[config.mk]
export PLATFORM = sky130hd
export DESIGN_NAME = dshot_frame_pulse_encoder_flat
export DESIGN_NICKNAME = d
export VERILOG_FILES = /design/src/rtl/core/dfpe_pkg.sv /design/src/rtl/core/dfpe_ifs.sv /design/src/rtl/core/dfpe_front.sv /design/src/rtl/core/dfpe_queue.sv /design/src/rtl/core/dfpe_back.sv /design/src/rtl/core/dshot_frame_pulse_encoder.sv /design/src/flat_wrapper.sv
export SDC_FILE = /design/constraint.sdc
export NUM_CORES = 1
export LEC_CHECK = 0
export BUFFER_PORTS_ARGS = -buffer_cell sky130_fd_sc_hd__clkbuf_2
export CAP_MARGIN = 20
export CORE_ASPECT_RATIO = 1.4
export CORE_MARGIN = 3
export CORE_UTILIZATION = 45
export DETAILED_ROUTE_END_ITERATION = 7
export HOLD_SLACK_MARGIN = 0.05
export PLACE_DENSITY = 0.64
export SLEW_MARGIN = 20
export SYNTH_ARGS = -nofsm -noshare
export SYNTH_HDL_FRONTEND = slang
export SYNTH_HIERARCHICAL = 1
export SYNTH_SLANG_ARGS = --single-unit
[constraint.sdc]
create_clock -name clk -period 8.6 [get_ports clk]
set_input_delay 0.86 -clock clk [delete_from_list [all_inputs] [get_ports clk]]
set_output_delay 0.86 -clock clk [all_outputs]
set_load 0.05 [all_outputs]
[src/rtl/core/dfpe_pkg.sv]
package dfpe_pkg;

  localparam int FRAME_BITS = 16;
  localparam int FRAME_IDX_W = $clog2(FRAME_BITS);
  localparam int VALUE_W = 11;
  localparam int TICK_W = 17;
  localparam int CNT_W = 32;
  localparam int RAW_W = 16;
  localparam int THRUST_W = 17;
  localparam int ACTION_W = 2;
  localparam int CFG_IDX_W = 2;

  // Queue depth between the front and back halves; must be a power of two.
  localparam int QDEPTH = 2;

  localparam int REST_SLOTS_DEF = 2;
  localparam int MIN_THROTTLE_DEF = 48;
  localparam int THROTTLE_SPAN_DEF = 1999;
  localparam int MAX_VALUE_DEF = 2047;

  localparam logic [15:0] Q15_ONE = 16'h8000;
  localparam logic [27:0] Q15_HALF = 28'd16384;

  typedef enum logic [ACTION_W-1:0] {
    ACT_RAW    = 2'd0,
    ACT_THRUST = 2'd1,
    ACT_STOP   = 2'd2
  } action_e_t;

  typedef enum logic [CFG_IDX_W-1:0] {
    CFG_ENABLED    = 2'd0,
    CFG_ZERO_TICKS = 2'd1,
    CFG_ONE_TICKS  = 2'd2
  } cfg_idx_e_t;

  typedef struct packed {
    logic              enabled;
    logic [TICK_W-1:0] zero_ticks;
    logic [TICK_W-1:0] one_ticks;
  } dfpe_cfg_t;

  // One queued command: the frame to send or a refusal, plus the state
  // snapshot that every result word of this command reports.
  typedef struct packed {
    logic [FRAME_BITS-1:0] frame;
    logic                  refused;
    logic [VALUE_W-1:0]    sent_value;
    logic [CNT_W-1:0]      frames_sent;
    logic [CNT_W-1:0]      errors_seen;
  } dfpe_desc_t;

  function automatic logic [FRAME_BITS-1:0] make_frame(input logic [VALUE_W-1:0] value,
                                                       input logic telem);
    logic [11:0] payload;
    logic [3:0]  crc;
    payload = {value, telem};
    crc = payload[3:0] ^ payload[7:4] ^ payload[11:8];
    return {payload, crc};
  endfunction

endpackage

[src/rtl/core/dfpe_ifs.sv]
interface dfpe_cmd_if;
  logic                                valid;
  logic                                ready;
  logic [dfpe_pkg::ACTION_W-1:0]       action;
  logic [dfpe_pkg::RAW_W-1:0]          raw_value;
  logic                                telemetry_request;
  logic signed [dfpe_pkg::THRUST_W-1:0] thrust_q15;

  modport source (output valid, action, raw_value, telemetry_request, thrust_q15,
                  input ready);
  modport sink (input valid, action, raw_value, telemetry_request, thrust_q15,
                output ready);
endinterface

interface dfpe_res_if;
  logic                         valid;
  logic                         ready;
  logic [dfpe_pkg::TICK_W-1:0]  pulse_ticks;
  logic                         last;
  logic                         status;
  logic [dfpe_pkg::VALUE_W-1:0] sent_value;
  logic [dfpe_pkg::CNT_W-1:0]   frames_sent;
  logic [dfpe_pkg::CNT_W-1:0]   errors_seen;

  modport source (output valid, pulse_ticks, last, status, sent_value, frames_sent,
                  errors_seen, input ready);
  modport sink (input valid, pulse_ticks, last, status, sent_value, frames_sent,
                errors_seen, output ready);
endinterface

interface dfpe_cfg_if;
  logic                           valid;
  logic                           ready;
  logic [dfpe_pkg::CFG_IDX_W-1:0] index;
  logic [dfpe_pkg::TICK_W-1:0]    data;

  modport source (output valid, index, data, input ready);
  modport sink (input valid, index, data, output ready);
endinterface

[src/rtl/core/dfpe_front.sv]
module dfpe_front #(
  parameter int MIN_THROTTLE = dfpe_pkg::MIN_THROTTLE_DEF,
  parameter int THROTTLE_SPAN = dfpe_pkg::THROTTLE_SPAN_DEF,
  parameter int MAX_VALUE = dfpe_pkg::MAX_VALUE_DEF
) (
  input  logic                 clk,
  input  logic                 rst_n,
  dfpe_cmd_if.sink             in_cmd,
  input  logic                 enabled,
  input  logic                 q_full,
  output logic                 q_push,
  output dfpe_pkg::dfpe_desc_t q_desc
);
  import dfpe_pkg::*;

  logic [VALUE_W-1:0] last_sent_r, last_sent_nxt;
  logic [CNT_W-1:0]   frames_r, frames_nxt;
  logic [CNT_W-1:0]   errors_r, errors_nxt;

  logic               accept;
  logic               do_emit;
  logic               do_count;
  logic [VALUE_W-1:0] value;
  logic               telem;
  logic [15:0]        thrust_sat;
  logic [26:0]        product;
  logic [27:0]        rounded;
  logic [13:0]        mapped;

  assign in_cmd.ready = !q_full;
  assign accept = in_cmd.valid && !q_full;

  // Thrust mapping: clamp to 1.0, scale by the span, round halves upwards and add the minimum throttle.
  assign thrust_sat = (in_cmd.thrust_q15[15:0] > Q15_ONE) ? Q15_ONE : in_cmd.thrust_q15[15:0];
  assign product = 27'(thrust_sat) * 27'(THROTTLE_SPAN);
  assign rounded = 28'(product) + Q15_HALF;
  assign mapped = 14'(rounded[27:15]) + 14'(MIN_THROTTLE);

  always_comb begin
    do_emit = 1'b0;
    do_count = 1'b0;
    value = '0;
    telem = 1'b0;
    if (enabled) begin
      unique case (action_e_t'(in_cmd.action))
        ACT_RAW: begin
          if (in_cmd.raw_value > RAW_W'(MAX_VALUE)) begin
            do_count = 1'b1;
          end else begin
            do_emit = 1'b1;
            value = in_cmd.raw_value[VALUE_W-1:0];
            telem = in_cmd.telemetry_request;
          end
        end
        ACT_THRUST: begin
          if (in_cmd.thrust_q15[THRUST_W-1] || in_cmd.thrust_q15 == '0) begin
            do_emit = 1'b1;
          end else if (mapped > 14'(MAX_VALUE)) begin
            do_count = 1'b1;
          end else begin
            do_emit = 1'b1;
            value = mapped[VALUE_W-1:0];
          end
        end
        ACT_STOP: begin
          do_emit = 1'b1;
        end
        default: begin
          do_emit = 1'b0;
        end
      endcase
    end
  end

  always_comb begin
    last_sent_nxt = last_sent_r;
    frames_nxt = frames_r;
    errors_nxt = errors_r;
    if (accept && do_emit) begin
      last_sent_nxt = value;
      frames_nxt = frames_r + CNT_W'(1);
    end
    if (accept && do_count) begin
      errors_nxt = errors_r + CNT_W'(1);
    end
  end

  always_ff @(posedge clk) begin
    if (!rst_n) begin
      last_sent_r <= '0;
      frames_r <= '0;
      errors_r <= '0;
    end else begin
      last_sent_r <= last_sent_nxt;
      frames_r <= frames_nxt;
      errors_r <= errors_nxt;
    end
  end

  assign q_push = accept;
  assign q_desc.frame = make_frame(value, telem);
  assign q_desc.refused = !do_emit;
  assign q_desc.sent_value = last_sent_nxt;
  assign q_desc.frames_sent = frames_nxt;
  assign q_desc.errors_seen = errors_nxt;

endmodule

[src/rtl/core/dfpe_queue.sv]
module dfpe_queue (
  input  logic                 clk,
  input  logic                 rst_n,
  input  logic                 push,
  input  dfpe_pkg::dfpe_desc_t push_desc,
  input  logic                 pop,
  output logic                 full,
  output logic                 empty,
  output dfpe_pkg::dfpe_desc_t head
);
  import dfpe_pkg::*;

  localparam int QAW = (QDEPTH > 1) ? $clog2(QDEPTH) : 1;

  dfpe_desc_t       mem_r [QDEPTH];
  logic [QAW-1:0]   wr_ptr_r, wr_ptr_nxt;
  logic [QAW-1:0]   rd_ptr_r, rd_ptr_nxt;
  logic [QAW:0]     count_r, count_nxt;

  assign full = (count_r == (QAW+1)'(QDEPTH));
  assign empty = (count_r == '0);
  assign head = mem_r[rd_ptr_r];

  // Pointers wrap by overflow since the depth is a power of two.
  always_comb begin
    wr_ptr_nxt = wr_ptr_r;
    rd_ptr_nxt = rd_ptr_r;
    count_nxt = count_r;
    if (push) begin
      wr_ptr_nxt = wr_ptr_r + QAW'(1);
    end
    if (pop) begin
      rd_ptr_nxt = rd_ptr_r + QAW'(1);
    end
    case ({push, pop})
      2'b10:   count_nxt = count_r + (QAW+1)'(1);
      2'b01:   count_nxt = count_r - (QAW+1)'(1);
      default: count_nxt = count_r;
    endcase
  end

  always_ff @(posedge clk) begin
    if (!rst_n) begin
      wr_ptr_r <= '0;
      rd_ptr_r <= '0;
      count_r <= '0;
    end else begin
      wr_ptr_r <= wr_ptr_nxt;
      rd_ptr_r <= rd_ptr_nxt;
      count_r <= count_nxt;
    end
  end

  always_ff @(posedge clk) begin
    if (push) begin
      mem_r[wr_ptr_r] <= push_desc;
    end
  end

endmodule

[src/rtl/core/dfpe_back.sv]
module dfpe_back #(
  parameter int REST_SLOTS = dfpe_pkg::REST_SLOTS_DEF
) (
  input  logic                 clk,
  input  logic                 rst_n,
  input  dfpe_pkg::dfpe_cfg_t  cfg,
  input  logic                 q_empty,
  input  dfpe_pkg::dfpe_desc_t head,
  output logic                 q_pop,
  dfpe_res_if.source           out_res
);
  import dfpe_pkg::*;

  localparam int TOTAL = FRAME_BITS + REST_SLOTS;
  localparam int SLOT_W = $clog2(TOTAL);

  logic [SLOT_W-1:0]      slot_r, slot_nxt;
  logic                   handshake;
  logic                   is_last;
  logic                   in_frame;
  logic [FRAME_IDX_W-1:0] bit_idx;
  logic                   bit_val;

  assign handshake = out_res.valid && out_res.ready;
  assign is_last = head.refused || (slot_r == SLOT_W'(TOTAL - 1));
  assign in_frame = ({1'b0, slot_r} < (SLOT_W+1)'(FRAME_BITS));
  assign bit_idx = FRAME_IDX_W'(FRAME_BITS - 1) - slot_r[FRAME_IDX_W-1:0];
  assign bit_val = head.frame[bit_idx];
  assign q_pop = handshake && is_last;

  always_comb begin
    slot_nxt = slot_r;
    if (q_pop) begin
      slot_nxt = '0;
    end else if (handshake) begin
      slot_nxt = slot_r + SLOT_W'(1);
    end
  end

  always_ff @(posedge clk) begin
    if (!rst_n) begin
      slot_r <= '0;
    end else begin
      slot_r <= slot_nxt;
    end
  end

  assign out_res.valid = !q_empty;
  assign out_res.pulse_ticks = (head.refused || !in_frame) ? '0 :
                               (bit_val ? cfg.one_ticks : cfg.zero_ticks);
  assign out_res.last = is_last;
  assign out_res.status = head.refused;
  assign out_res.sent_value = head.sent_value;
  assign out_res.frames_sent = head.frames_sent;
  assign out_res.errors_seen = head.errors_seen;

endmodule

[src/rtl/core/dshot_frame_pulse_encoder.sv]
// The first word of a command that finds the queue empty is offered in the cycle after it is taken.
// Throughput: a frame gives 16 + REST_SLOTS words and a refusal one word, one word per
// cycle while the sink is ready; the back half's slot counter sets this pace, and a
// two-entry queue lets the next command be taken while the current one is sent.
// Reset clears the configuration, the value and frame/error counters, and the queue.
module dshot_frame_pulse_encoder #(
  parameter int REST_SLOTS = dfpe_pkg::REST_SLOTS_DEF,
  parameter int MIN_THROTTLE = dfpe_pkg::MIN_THROTTLE_DEF,
  parameter int THROTTLE_SPAN = dfpe_pkg::THROTTLE_SPAN_DEF,
  parameter int MAX_VALUE = dfpe_pkg::MAX_VALUE_DEF
) (
  input  logic       clk,
  input  logic       rst_n,
  dfpe_cmd_if.sink   in_cmd,
  dfpe_res_if.source out_res,
  dfpe_cfg_if.sink   cfg_wr
);
  import dfpe_pkg::*;

  dfpe_cfg_t  cfg_r, cfg_nxt;
  dfpe_desc_t push_desc;
  dfpe_desc_t head;
  logic       q_push;
  logic       q_pop;
  logic       q_full;
  logic       q_empty;

  assign cfg_wr.ready = 1'b1;

  always_comb begin
    cfg_nxt = cfg_r;
    if (cfg_wr.valid) begin
      unique case (cfg_idx_e_t'(cfg_wr.index))
        CFG_ENABLED:    cfg_nxt.enabled = cfg_wr.data[0];
        CFG_ZERO_TICKS: cfg_nxt.zero_ticks = cfg_wr.data;
        CFG_ONE_TICKS:  cfg_nxt.one_ticks = cfg_wr.data;
        default:        cfg_nxt = cfg_r;
      endcase
    end
  end

  always_ff @(posedge clk) begin
    if (!rst_n) begin
      cfg_r <= '0;
    end else begin
      cfg_r <= cfg_nxt;
    end
  end

  dfpe_front #(
    .MIN_THROTTLE (MIN_THROTTLE),
    .THROTTLE_SPAN(THROTTLE_SPAN),
    .MAX_VALUE    (MAX_VALUE)
  ) u_front (
    .clk    (clk),
    .rst_n  (rst_n),
    .in_cmd (in_cmd),
    .enabled(cfg_r.enabled),
    .q_full (q_full),
    .q_push (q_push),
    .q_desc (push_desc)
  );

  dfpe_queue u_queue (
    .clk      (clk),
    .rst_n    (rst_n),
    .push     (q_push),
    .push_desc(push_desc),
    .pop      (q_pop),
    .full     (q_full),
    .empty    (q_empty),
    .head     (head)
  );

  dfpe_back #(
    .REST_SLOTS(REST_SLOTS)
  ) u_back (
    .clk    (clk),
    .rst_n  (rst_n),
    .cfg    (cfg_r),
    .q_empty(q_empty),
    .head   (head),
    .q_pop  (q_pop),
    .out_res(out_res)
  );

`ifndef NO_ASSERTIONS
  // A refused command is a single zero-width word.
  a_refuse_single: assert property (@(posedge clk) disable iff (!rst_n)
    out_res.valid && out_res.status |-> out_res.last && out_res.pulse_ticks == '0)
    else $error("refusal word not marked last or carries ticks");

  // Within a frame, the next word is offered straight after a taken one.
  a_frame_continues: assert property (@(posedge clk) disable iff (!rst_n)
    out_res.valid && out_res.ready && !out_res.last |=> out_res.valid && !out_res.status)
    else $error("frame broken off before its last word");

  // The front only stalls when the queue holds work for the back half.
  a_stall_has_work: assert property (@(posedge clk) disable iff (!rst_n)
    !in_cmd.ready |-> out_res.valid)
    else $error("input stalled with nothing queued");

  // The frame counter in the snapshot stays put across the words of one frame.
  a_counter_step: assert property (@(posedge clk) disable iff (!rst_n)
    out_res.valid && out_res.ready && !out_res.last |=> $stable(out_res.frames_sent))
    else $error("state snapshot changed within a frame");
`endif

endmodule

[src/flat_wrapper.sv]
// flat-port wrapper written by rule: the top's interface ports become plain ports
module dshot_frame_pulse_encoder_flat import dfpe_pkg::*;
#(
  parameter int REST_SLOTS = dfpe_pkg::REST_SLOTS_DEF,
  parameter int MIN_THROTTLE = dfpe_pkg::MIN_THROTTLE_DEF,
  parameter int THROTTLE_SPAN = dfpe_pkg::THROTTLE_SPAN_DEF,
  parameter int MAX_VALUE = dfpe_pkg::MAX_VALUE_DEF
)
  (clk, rst_n, in_cmd_valid, in_cmd_action, in_cmd_raw_value, in_cmd_telemetry_request, in_cmd_thrust_q15, in_cmd_ready, out_res_valid, out_res_pulse_ticks, out_res_last, out_res_status, out_res_sent_value, out_res_frames_sent, out_res_errors_seen, out_res_ready, cfg_wr_valid, cfg_wr_index, cfg_wr_data, cfg_wr_ready);
  dfpe_cmd_if in_cmd_i ();
  dfpe_res_if out_res_i ();
  dfpe_cfg_if cfg_wr_i ();
  input  logic clk;
  input  logic rst_n;
  input wire logic [$bits(in_cmd_i.valid)-1:0] in_cmd_valid;
  input wire logic [$bits(in_cmd_i.action)-1:0] in_cmd_action;
  input wire logic [$bits(in_cmd_i.raw_value)-1:0] in_cmd_raw_value;
  input wire logic [$bits(in_cmd_i.telemetry_request)-1:0] in_cmd_telemetry_request;
  input wire logic [$bits(in_cmd_i.thrust_q15)-1:0] in_cmd_thrust_q15;
  output wire logic [$bits(in_cmd_i.ready)-1:0] in_cmd_ready;
  output wire logic [$bits(out_res_i.valid)-1:0] out_res_valid;
  output wire logic [$bits(out_res_i.pulse_ticks)-1:0] out_res_pulse_ticks;
  output wire logic [$bits(out_res_i.last)-1:0] out_res_last;
  output wire logic [$bits(out_res_i.status)-1:0] out_res_status;
  output wire logic [$bits(out_res_i.sent_value)-1:0] out_res_sent_value;
  output wire logic [$bits(out_res_i.frames_sent)-1:0] out_res_frames_sent;
  output wire logic [$bits(out_res_i.errors_seen)-1:0] out_res_errors_seen;
  input wire logic [$bits(out_res_i.ready)-1:0] out_res_ready;
  input wire logic [$bits(cfg_wr_i.valid)-1:0] cfg_wr_valid;
  input wire logic [$bits(cfg_wr_i.index)-1:0] cfg_wr_index;
  input wire logic [$bits(cfg_wr_i.data)-1:0] cfg_wr_data;
  output wire logic [$bits(cfg_wr_i.ready)-1:0] cfg_wr_ready;
  assign in_cmd_i.valid = in_cmd_valid;
  assign in_cmd_i.action = in_cmd_action;
  assign in_cmd_i.raw_value = in_cmd_raw_value;
  assign in_cmd_i.telemetry_request = in_cmd_telemetry_request;
  assign in_cmd_i.thrust_q15 = in_cmd_thrust_q15;
  assign in_cmd_ready = in_cmd_i.ready;
  assign out_res_valid = out_res_i.valid;
  assign out_res_pulse_ticks = out_res_i.pulse_ticks;
  assign out_res_last = out_res_i.last;
  assign out_res_status = out_res_i.status;
  assign out_res_sent_value = out_res_i.sent_value;
  assign out_res_frames_sent = out_res_i.frames_sent;
  assign out_res_errors_seen = out_res_i.errors_seen;
  assign out_res_i.ready = out_res_ready;
  assign cfg_wr_i.valid = cfg_wr_valid;
  assign cfg_wr_i.index = cfg_wr_index;
  assign cfg_wr_i.data = cfg_wr_data;
  assign cfg_wr_ready = cfg_wr_i.ready;
  dshot_frame_pulse_encoder #(.REST_SLOTS(REST_SLOTS), .MIN_THROTTLE(MIN_THROTTLE), .THROTTLE_SPAN(THROTTLE_SPAN), .MAX_VALUE(MAX_VALUE)) u_core (.clk(clk), .rst_n(rst_n), .in_cmd(in_cmd_i), .out_res(out_res_i), .cfg_wr(cfg_wr_i));
endmodule
==> results of run 1 <==
==> layout by cell type, fill, tap and decap left out, types with 7 or more instances in the layout <==
master	Yosys	final
fa_1	88	88
dfxtp_1	120	119
mux2i_1	69	69
and2_1	53	52
nor2b_1	10	10
nor3_1	21	20
clkbuf_16	0	29
ha_1	79	79
buf_4	86	42
edfxtp_1	184	184
bufinv_16	0	7
clkbuf_2	0	154
xor2_1	30	30
a21oi_1	29	29
o21ai_0	30	30
a22o_1	11	11
nor2_1	36	35
and3_1	23	23
nand3_1	38	38
xnor2_1	58	58
inv_1	170	170
nand2_1	172	172
nand2b_1	31	31
o211ai_1	9	9
mux2_2	99	99
a22o_2	7	7
nand4_1	29	29
==> state kept, by name, summed over array words and instances, names as in the netlist, named ones only <==
name                        cells
u_core/u_queue/wr_ptr_r         1
u_core/u_queue/rd_ptr_r         1
u_core/u_back/slot_r            5
u_core/u_front/errors_r        32
u_core/u_front/frames_r        32
u_core/u_front/last_sent_r     11
u_core/u_queue/mem_r          184
u_core/u_queue/count_r          2
u_core/cfg_r                   35
==> cell usage after synthesis, drive strengths merged, types with 7 or more instances <==
| master | number |
|---|---|
| o211ai | 9 |
| nor3 | 21 |
| a22o | 18 |
| nand2b | 31 |
| o21ai | 31 |
| ha | 79 |
| and2 | 55 |
| nor4 | 7 |
| inv | 171 |
| xnor2 | 58 |
| nor2 | 37 |
| mux2i | 69 |
| nand2 | 172 |
| nand4 | 29 |
| mux2 | 101 |
| a21boi | 8 |
| buf | 107 |
| dfxtp | 120 |
| fa | 88 |
| and3 | 26 |
| a21oi | 32 |
| xor2 | 30 |
| edfxtp | 184 |
| a211oi | 7 |
| nand3 | 38 |
| clkbuf | 32 |
| nor2b | 10 |
==> stage by stage <==
stage / power, mW / util (%)
global route: 6.831 / 50.31
floorplan: 4.402 / -
global placement: 4.986 / 47.67
finish: 6.374 / 50.32
detailed placement: 5.035 / 47.75
CTS: 6.439 / 50.31
==> worst min-delay path: cells and delay by family (launching register included) <==
kind	cells	cell delay [ps]
flops	1	310
mux	1	60
simple gates	1	50
==> power by group through the flow <==
stage                     Clock (mW)  Sequential (mW)  Combinational (mW)
final                           1.38             1.76                3.23
after global routing            1.48             1.78                3.58
after CTS                       1.42             1.76                3.26
after detailed placement           0             1.80                3.24
after global placement             0             1.79                3.20
after floorplan                    0             1.76                2.64
==> worst max path at each step <==
| stage | startpoint | end | slack [ps] | cells past startpoint |
|---|---|---|---|---|
| CTS | in_cmd_thrust_q15[9] | u_core/u_front/errors_r[1]$_SDFF_PN0_ | 470 | 27 |
| floorplan | in_cmd_thrust_q15[15] | u_core/u_queue/mem_r[0][46]$_DFFE_PP_ | 700 | 28 |
| detailed placement | in_cmd_thrust_q15[9] | u_core/u_front/errors_r[1]$_SDFF_PN0_ | -110 | 27 |
| finish | in_cmd_thrust_q15[9] | u_core/u_front/errors_r[1]$_SDFF_PN0_ | 480 | 27 |
| global placement | in_cmd_thrust_q15[9] | u_core/u_front/errors_r[1]$_SDFF_PN0_ | 10 | 27 |
| global route | in_cmd_thrust_q15[9] | u_core/u_front/errors_r[1]$_SDFF_PN0_ | 50 | 29 |
==> layout make-up <==
| type | count | share of cell area, % |
|---|---|---|
| Timing Repair Buffer | 199 | 5.511 |
| Multi-Input combinational cell | 1038 | 43.89 |
| Inverter | 172 | 3.177 |
| Clock buffer | 35 | 3.781 |
| Clock inverter | 17 | 1.299 |
| Antenna cell | 2 | 0.02463 |
| Tap cell | 534 | 3.288 |
| Sequential cell | 304 | 39.03 |
==> per-layer routing <==
metal | vias to the layer above | share of wire (%) | GRT usage [%]
met5 | - | 0.052 | 0
met4 | 2 | 2.9 | 5.572
met1 | 5735 | 40 | 21.16
met3 | 54 | 4.0 | 2.410
met2 | 212 | 53 | 33.37
li1 | 5741 | - | -
==> cells by family after synthesis <==
group           Yosys count  synth area share [%]
flops                   304                 43.03
simple gates            459                 12.78
compound gates          145                 5.902
xor+xnor                 88                 4.183
buf+inv                 311                 8.686
mux                     174                 10.43
other cells               3               0.06112
fa+ha+maj               167                 14.93
==> flow_summary.yaml, run 1 <==
status:
  status: "completed"
setup_path:
  r2r-start: "u_core/u_queue/count_r[0]$_SDFFE_PN0P_"
  crit_type: "in2reg"
  r2r-end: "u_core/u_queue/mem_r[0][13]$_DFFE_PP_"
  rrSetupSlack_ps: 5560
  critPathMaxStageDelay_ps: 580
  r2r_cells: 6
  crit_arrival_ps: 8560
  cpLargestDelayFamily: "adder cells"
  crit_fanout: 8
  cp.required_ps: 9040
  slowest_stage: "or4_4"
  path_buf_inv: 5
  end_kind: "register"
  worstSetupStartpointType: "primary input"
  cp_common_cell: "fa_1"
finish:
  fin_area_sq_um: 20320
  nets: 1970
  multiInputGateArea_sq_um: 8919
  syn2layout_area_growth_pct: 10.30
  finalNonFillerCells: 2301
  drive_above_1_share_pct: 21.87
  seqCellArea_sq_um: 7931
  nFillCells: 3634
worst_hold_path:
  min_to: "u_core/cfg_r[9]$_SDFFE_PN0P_"
  hold_depth: 2
  hold_path.class: "reg2reg"
  worstHoldStart: "u_core/cfg_r[9]$_SDFFE_PN0P_"
clocking:
  cts_hold_buf: 0
  post_cts_buffers: 0
  cts-resized-gates: 0
  htree_levels: 1
  cts_root_buf: "clkbuf_16"
  clock_path_buffers: 3
  insertion_delay_ps: 550
  numCtsBuffers: 28
  cts_tree: "done"
  cts.sink_count: 304
  clk_pin_slew_worst_paths_ps: 60
grt:
  grt_pass1_wl_um: 62650
  grt.overflow.total: 0
  track_usage_pct: 17.90
  grt_start_max_net_pins: 91
  grt_pass1_vias: 12120
  antenna_found_initial: 3
timing:
  period_minus_slack_ps: 8121
  tightest_slew_ps: 1029
  period_share_pct: 94.44
  setup_violations: 0
  clock.fmax_mhz: 123.1
  finalMaxSlewViolations: 0
  skew_ps: 13.23
  setup_slack_ps: 478.6
  hold_viol_final: 0
  worst_slew_margin_rel_pct: 31.02
  tns_ps: 0
  rsz0062_at_grt: "false"
  holdWs_ps: 460.0
synth:
  synth_top_flop_cell: "edfxtp_1"
  synth_edf_count: 184
  netlist.area_leader.share_pct: 29.99
  async_flop_share_pct: 0
  ys_seq_elements: 304
  syn_inst: 1651
  synth.distinct_cells: 82
  ys_seq_area_share_pct: 43.03
  synth_top_area_cell: "edfxtp_1"
  syn_area_sq_um: 18420
  yosys-top-cells-area: "edfxtp_1, dfxtp_1, fa_1"
  avgSynthCellArea_sq_um: 11.16
  ys_warn_count: 6
power:
  p_leak_nw: 8.889
  seqPwrFrac_pct: 27.6
  switchingPower_mw: 2.651
  pwr-share-comb_pct: 50.7
  peakVddDrop_v: 0.0003280
  clkPwrFrac_pct: 21.7
  p_per_area_nw_per_um2: 313.7
  swShare_pct: 41.58
  intPower_mw: 3.723
route:
  drc_errors: 0
  antenna_left: 0
  avgRoutedWirePerCell_um: 16.87
  drt_pass1_iterations: 4
  first_iter_violations: 512
  vias_per_cell: 5.104
  vias: 11740
  wl_um: 38830
placement:
  place_congestion: 0.8821
  dp_hpwl_um: 29340
  placed_area_sq_um: 19280
  port-buffer-count: 155
  dp.cells: 2247
  dpl_worst_slack_ps: -112.2
die:
  die-width_um: 177.0
  rows: 87
  core_sq_um: 40390
  fp.dieH_um: 245.4
  initial_utilization_pct: 45.62
  die-area_sq_um: 43440
  io_pins: 157
run:
  maxCapViolations: 0
No activity file was read; power rests on OpenSTA's default activity.
==> run 2: changes to the inputs <==
Settings changed: PLACE_DENSITY 0.64 to 0.71.
==> run 2 against run 1 <==
Die area unchanged. First-iteration DRC count is 19% higher. Critical path depth rose by 4. Sequential cell count did not move. Clock power is essentially flat. Cell count shrank 0.22%. Worst setup slack better by 98 ps. Clock skew up 8.1 ps. Cell area is 0.20% lower. Register-to-register slack got worse by 340 ps. Utilization decreased by 0.10 points. Largest power group unchanged. Highest routed layer unchanged.
==> flow_summary.yaml, run 2 (same netlist as run 1, synthesis figures left out) <==
setup_path:
  startpoint: "in_cmd_thrust_q15[9]"
  rrSetupSlack_ps: 5220
  r2r-end: "u_core/u_queue/mem_r[0][5]$_DFFE_PP_"
  worstSetupStartpointType: "primary input"
  r2r-start: "u_core/u_queue/count_r[0]$_SDFFE_PN0P_"
  end_kind: "register"
  crit_path_end: "u_core/u_queue/mem_r[1][65]$_DFFE_PP_"
  slowest_stage: "or4_1"
  crit_type: "in2reg"
  crit_fanout: 7
  r2r_cells: 5
  crit_arrival_ps: 8360
  critPathMaxStageDelay_ps: 560
  cp.required_ps: 8940
finish:
  fin_util_pct: 50.22
  layout_commonest_cell: "edfxtp_1"
  nFillCells: 3631
  multiInputGateArea_sq_um: 8925
  largest_reg_flops: 184
  syn2layout_area_growth_pct: 10.07
  regMostFlops: "u_core/u_queue/mem_r"
  reg_top3: "u_core/u_queue/mem_r: 184 flops, u_core/cfg_r: 35 flops"
  seqCellArea_sq_um: 7931
  nets: 1966
  fin_area_sq_um: 20280
  drive_above_1_share_pct: 22.10
  layout_common_cells: "edfxtp_1, nand2_1, inv_1, clkbuf_2, dfxtp_1"
clocking:
  cts.sink_count: 304
  clk_pin_slew_worst_paths_ps: 70
  cts_tree: "done"
  numCtsBuffers: 27
  cts_hold_buf: 0
  cts-resized-gates: 0
  cts_root_buf: "clkbuf_16"
  clock_path_buffers: 3
  htree_levels: 1
  post_cts_buffers: 0
  insertion_delay_ps: 550
die:
  rows: 87
  initial_utilization_pct: 45.62
  die-area_sq_um: 43440
  die-width_um: 177.0
  fp.dieH_um: 245.4
  core_sq_um: 40390
  io_pins: 157
grt:
  use_met2_pct: 33.83
  antenna_found_initial: 5
  grt_pass1_wl_um: 62290
  top_usage_layer: "met2"
  grt_pass1_vias: 12260
  track_usage_pct: 17.71
  grt_start_max_net_pins: 112
  grt_use_met3_pct: 2.749
  grtUsageMet1_pct: 19.69
  grt.overflow.total: 0
timing:
  worst_slew_margin_rel_pct: 29.35
  hold_viol_final: 0
  setup_violations: 0
  clock.fmax_mhz: 124.6
  tightest_slew_ps: 1054
  rsz0062_at_grt: "false"
  setup_slack_ps: 576.8
  skew_ps: 21.36
  finalMaxSlewViolations: 0
  period_share_pct: 93.29
  period_minus_slack_ps: 8023
route:
  first_iter_violations: 607
  drt_pass1_iterations: 5
  vias_per_cell: 5.175
  avgRoutedWirePerCell_um: 16.86
  vias: 11880
  antenna_left: 0
  wl_um: 38720
  drc_errors: 0
power:
  intPower_mw: 3.662
  p_leak_nw: 8.847
  pwr-share-comb_pct: 51.0
  peakVddDrop_v: 0.0002775
  clkPwrFrac_pct: 21.4
  swShare_pct: 42.11
  p_per_area_nw_per_um2: 311.9
  seqPwrFrac_pct: 27.7
  switchingPower_mw: 2.664
  power.total_mw: 6.325
worst_hold_path:
  hold_path.class: "reg2reg"
status:
  status: "completed"
placement:
  dp_hpwl_um: 29350
  port-buffer-count: 155
  place_congestion: 0.9020
  placed_area_sq_um: 19260
  dpl_worst_slack_ps: -47.70
run:
  maxCapViolations: 0
run 2: changes by cell type in the layout (fill, tap and decap cells not counted), moves of 2 or more:
cell        change
clkinv_2        -2
clkbuf_16       -2
clkbuf_1        -4
buf_4           -2
clkinv_1        -3
inv_6           +6
clkinvlp_4      +5
run 2: worst min path at each step:
stage	from	cells after the start	slack, ps	endpoint
finish	u_core/u_front/errors_r[24]$_SDFF_PN0_	2	460	u_core/u_front/errors_r[24]$_SDFF_PN0_
CTS	u_core/cfg_r[15]$_SDFFE_PN0P_	2	460	u_core/cfg_r[15]$_SDFFE_PN0P_
global route	u_core/cfg_r[8]$_SDFFE_PN0P_	2	490	u_core/cfg_r[8]$_SDFFE_PN0P_
floorplan	u_core/u_front/errors_r[24]$_SDFF_PN0_	2	430	u_core/u_front/errors_r[24]$_SDFF_PN0_
detailed placement	u_core/cfg_r[15]$_SDFFE_PN0P_	2	460	u_core/cfg_r[15]$_SDFFE_PN0P_
global placement	u_core/u_front/errors_r[24]$_SDFF_PN0_	2	440	u_core/u_front/errors_r[24]$_SDFF_PN0_
run 2: critical path: cells and delay by family:
family / cells / cell delay (ps)
AO/OA/AOI/OAI: 6 / 1470
adder cells (fa/ha/maj): 7 / 2970
AND/OR/NAND/NOR: 9 / 2020
buffers and inverters: 9 / 1000
run 2: layer usage:
layer  part of all wire, %  vias up
met5                 0.096        -
met4                   3.2        6
met3                   4.3       81
li1                      -     5727
met1                    38     5822
met2                    54      245
run 2: area by class of cell:
| type | count | area share (%) |
|---|---|---|
| clock inverters | 22 | 1.586 |
| inverters | 172 | 3.184 |
| diodes | 2 | 0.02468 |
| well taps | 534 | 3.295 |
| multi-input cells | 1038 | 44.01 |
| clock buffers | 28 | 3.400 |
| repair buffers | 196 | 5.392 |
| flip-flops and latches | 304 | 39.11 |
run 2: metrics by stage:
step                hold slack (ps)  cells  setup TNS [ps]
global placement              443.9   2242               0
floorplan                     434.7   1653               0
CTS                           462.9   2294               0
detailed placement            455.0   2244          -330.6
global route                  487.1   2294               0
finish                        461.8   2296               0
run 2: power groups by stage:
stage | sequential [mW] | combinational, mW | clock, mW
2_1_floorplan | 1.76 | 2.64 | 0
3_3_place_gp | 1.78 | 3.15 | 0
3_5_place_dp | 1.79 | 3.21 | 0
4_1_cts | 1.75 | 3.24 | 1.38
5_1_grt | 1.77 | 3.54 | 1.43
6_report | 1.75 | 3.22 | 1.35
==> run 3: changes to the inputs <==
Settings changed: CELL_PAD_IN_SITES_DETAIL_PLACEMENT from default to 1, CELL_PAD_IN_SITES_GLOBAL_PLACEMENT from default to 1, CORE_UTILIZATION 45 to 49, PLACE_DENSITY 0.71 to 0.89.
==> run 3 against run 2 <==
Sequential share of layout area grew 0.15 points. Global-route usage up 5.1 points. Die area fell by 7.9%. Critical path type unchanged. Utilization grew 4.6 points. Via count increased by 3.5%. Cell count down 3.0%.
==> flow_summary.yaml, run 3 (same netlist as run 1, synthesis figures left out) <==
timing:
  period_minus_slack_ps: 8188
  finalMaxSlewViolations: 0
  setup_violations: 0
  tightest_slew_ps: 1087
  hold_viol_final: 0
  period_share_pct: 95.20
  worst_slew_margin_rel_pct: 27.52
  clock.fmax_mhz: 122.1
  skew_ps: 11.88
  holdWs_ps: 463.0
finish:
  nFillCells: 3980
  seqCellArea_sq_um: 7931
  fin_area_sq_um: 20200
  multiInputGateArea_sq_um: 8976
  layout_common_cells: "edfxtp_1, nand2_1, inv_1, clkbuf_2, dfxtp_1"
  syn2layout_area_growth_pct: 9.650
  drive_above_1_share_pct: 22.17
  finalNonFillerCells: 2227
  reg_top3: "u_core/u_queue/mem_r: 184 flops, u_core/cfg_r: 35 flops"
  nets: 1964
  largest_reg_flops: 184
  layout_commonest_cell: "edfxtp_1"
  regMostFlops: "u_core/u_queue/mem_r"
die:
  die-area_sq_um: 40000
  rows: 83
  initial_utilization_pct: 49.97
  fp.dieH_um: 235.4
  io_pins: 157
  die-width_um: 169.9
  core_sq_um: 36870
power:
  p_per_area_nw_per_um2: 315.2
  peakVddDrop_v: 0.0002658
  p_leak_nw: 8.855
route:
  vias: 12290
  vias_per_cell: 5.520
  wl_um: 46010
  drt_pass1_iterations: 5
  drc_errors: 0
  avgRoutedWirePerCell_um: 20.66
  first_iter_violations: 670
  antenna_left: 0
clocking:
  clock_path_buffers: 3
  cts_tree: "done"
  htree_levels: 1
  numCtsBuffers: 28
  clk_pin_slew_worst_paths_ps: 60
  insertion_delay_ps: 550
  cts.sink_count: 304
  cts_root_buf: "clkbuf_16"
placement:
  placed_area_sq_um: 19160
  dp_hpwl_um: 33900
  place_congestion: 0.8785
  dp.cells: 2173
  port-buffer-count: 155
setup_path:
  cp.required_ps: 8880
  worstSetupStartpointType: "primary input"
  rrSetupSlack_ps: 5170
  crit_fanout: 8
  crit_type: "in2reg"
  crit_arrival_ps: 8470
  end_kind: "register"
grt:
  antenna_found_initial: 4
  grt.overflow.total: 0
  grt_pass1_wl_um: 73190
  track_usage_pct: 22.86
  grt_start_max_net_pins: 93
  grt_pass1_vias: 13870
status:
  status: "completed"
run:
  maxCapViolations: 0
worst_hold_path:
  hold_path.class: "reg2reg"
[run 3: worst paths after layout]
path	cells past startpoint	end	startpoint
hold / removal	2	u_core/cfg_r[14]$_SDFFE_PN0P_	u_core/cfg_r[14]$_SDFFE_PN0P_
setup reg to reg	5	u_core/u_queue/mem_r[0][64]$_DFFE_PP_	u_core/u_queue/count_r[0]$_SDFFE_PN0P_
setup / recovery	28	u_core/u_queue/mem_r[0][60]$_DFFE_PP_	in_cmd_thrust_q15[1]
hold reg to reg	2	u_core/cfg_r[14]$_SDFFE_PN0P_	u_core/cfg_r[14]$_SDFFE_PN0P_
[run 3: repair_timing]
item,CTS,global route
setup buffers,0,1
hold buffers,0,0
gates resized for setup,1,9
endpoints found under the setup margin,6,191
pin swaps,0,1
[run 3: stage by stage]
step	power, mW	TNS, ps	utilization, %	setup slack [ps]
after floorplan	4.402	0	-	696.0
after global placement	4.931	-25390	51.90	-302.3
after detailed placement	5.052	-82540	51.96	-579.0
after CTS	6.374	0	54.62	54.43
after global routing	6.839	-313.8	54.80	-74.83
final	6.368	0	54.80	412.5
[run 3: layout make-up]
class | instances | area share [%]
Multi-Input combinational cell | 1038 | 44.43
Sequential cell | 304 | 39.26
Inverter | 172 | 3.196
Antenna cell | 1 | 0.01239
Clock inverter | 16 | 0.9538
Timing Repair Buffer | 193 | 5.382
Tap cell | 467 | 2.892
Clock buffer | 36 | 3.871
[run 3: power by group]
part	internal, mW	switching [mW]
logic	1.20	2.13
clock network	0.763	0.539
registers	1.69	0.0564
total	3.65	2.72
[run 3: critical path: stages]
cell	delay (ps)
clkbuf_2	140
nor4_4	360
nand4_1	130
buf_4	170
nand2_2	140
nand2_1	150
inv_1	150
fa_1	490
fa_1	530
inv_1	60
fa_1	520
inv_1	60
fa_1	550
inv_1	60
fa_1	530
inv_1	40
ha_1	390
nand2_1	200
nor4_1	570
nor4b_1	120
a21oi_1	200
xor2_1	300
and3_4	280
a31o_4	230
a21oi_2	100
or2_1	350
or4_4	590
xnor2_1	170
[run 3: per-layer routing]
| layer | GRT usage (%) | up-vias | share of wire [%] | routed length [um] |
|---|---|---|---|---|
| met2 | 44.71 | 289 | 57 | 26050 |
| li1 | - | 5741 | - | - |
| met4 | 9.648 | 6 | 4.3 | 1961 |
| met1 | 24.01 | 6144 | 35 | 16290 |
| met3 | 2.923 | 112 | 3.6 | 1661 |
| met5 | 0 | - | 0.10 | 47 |
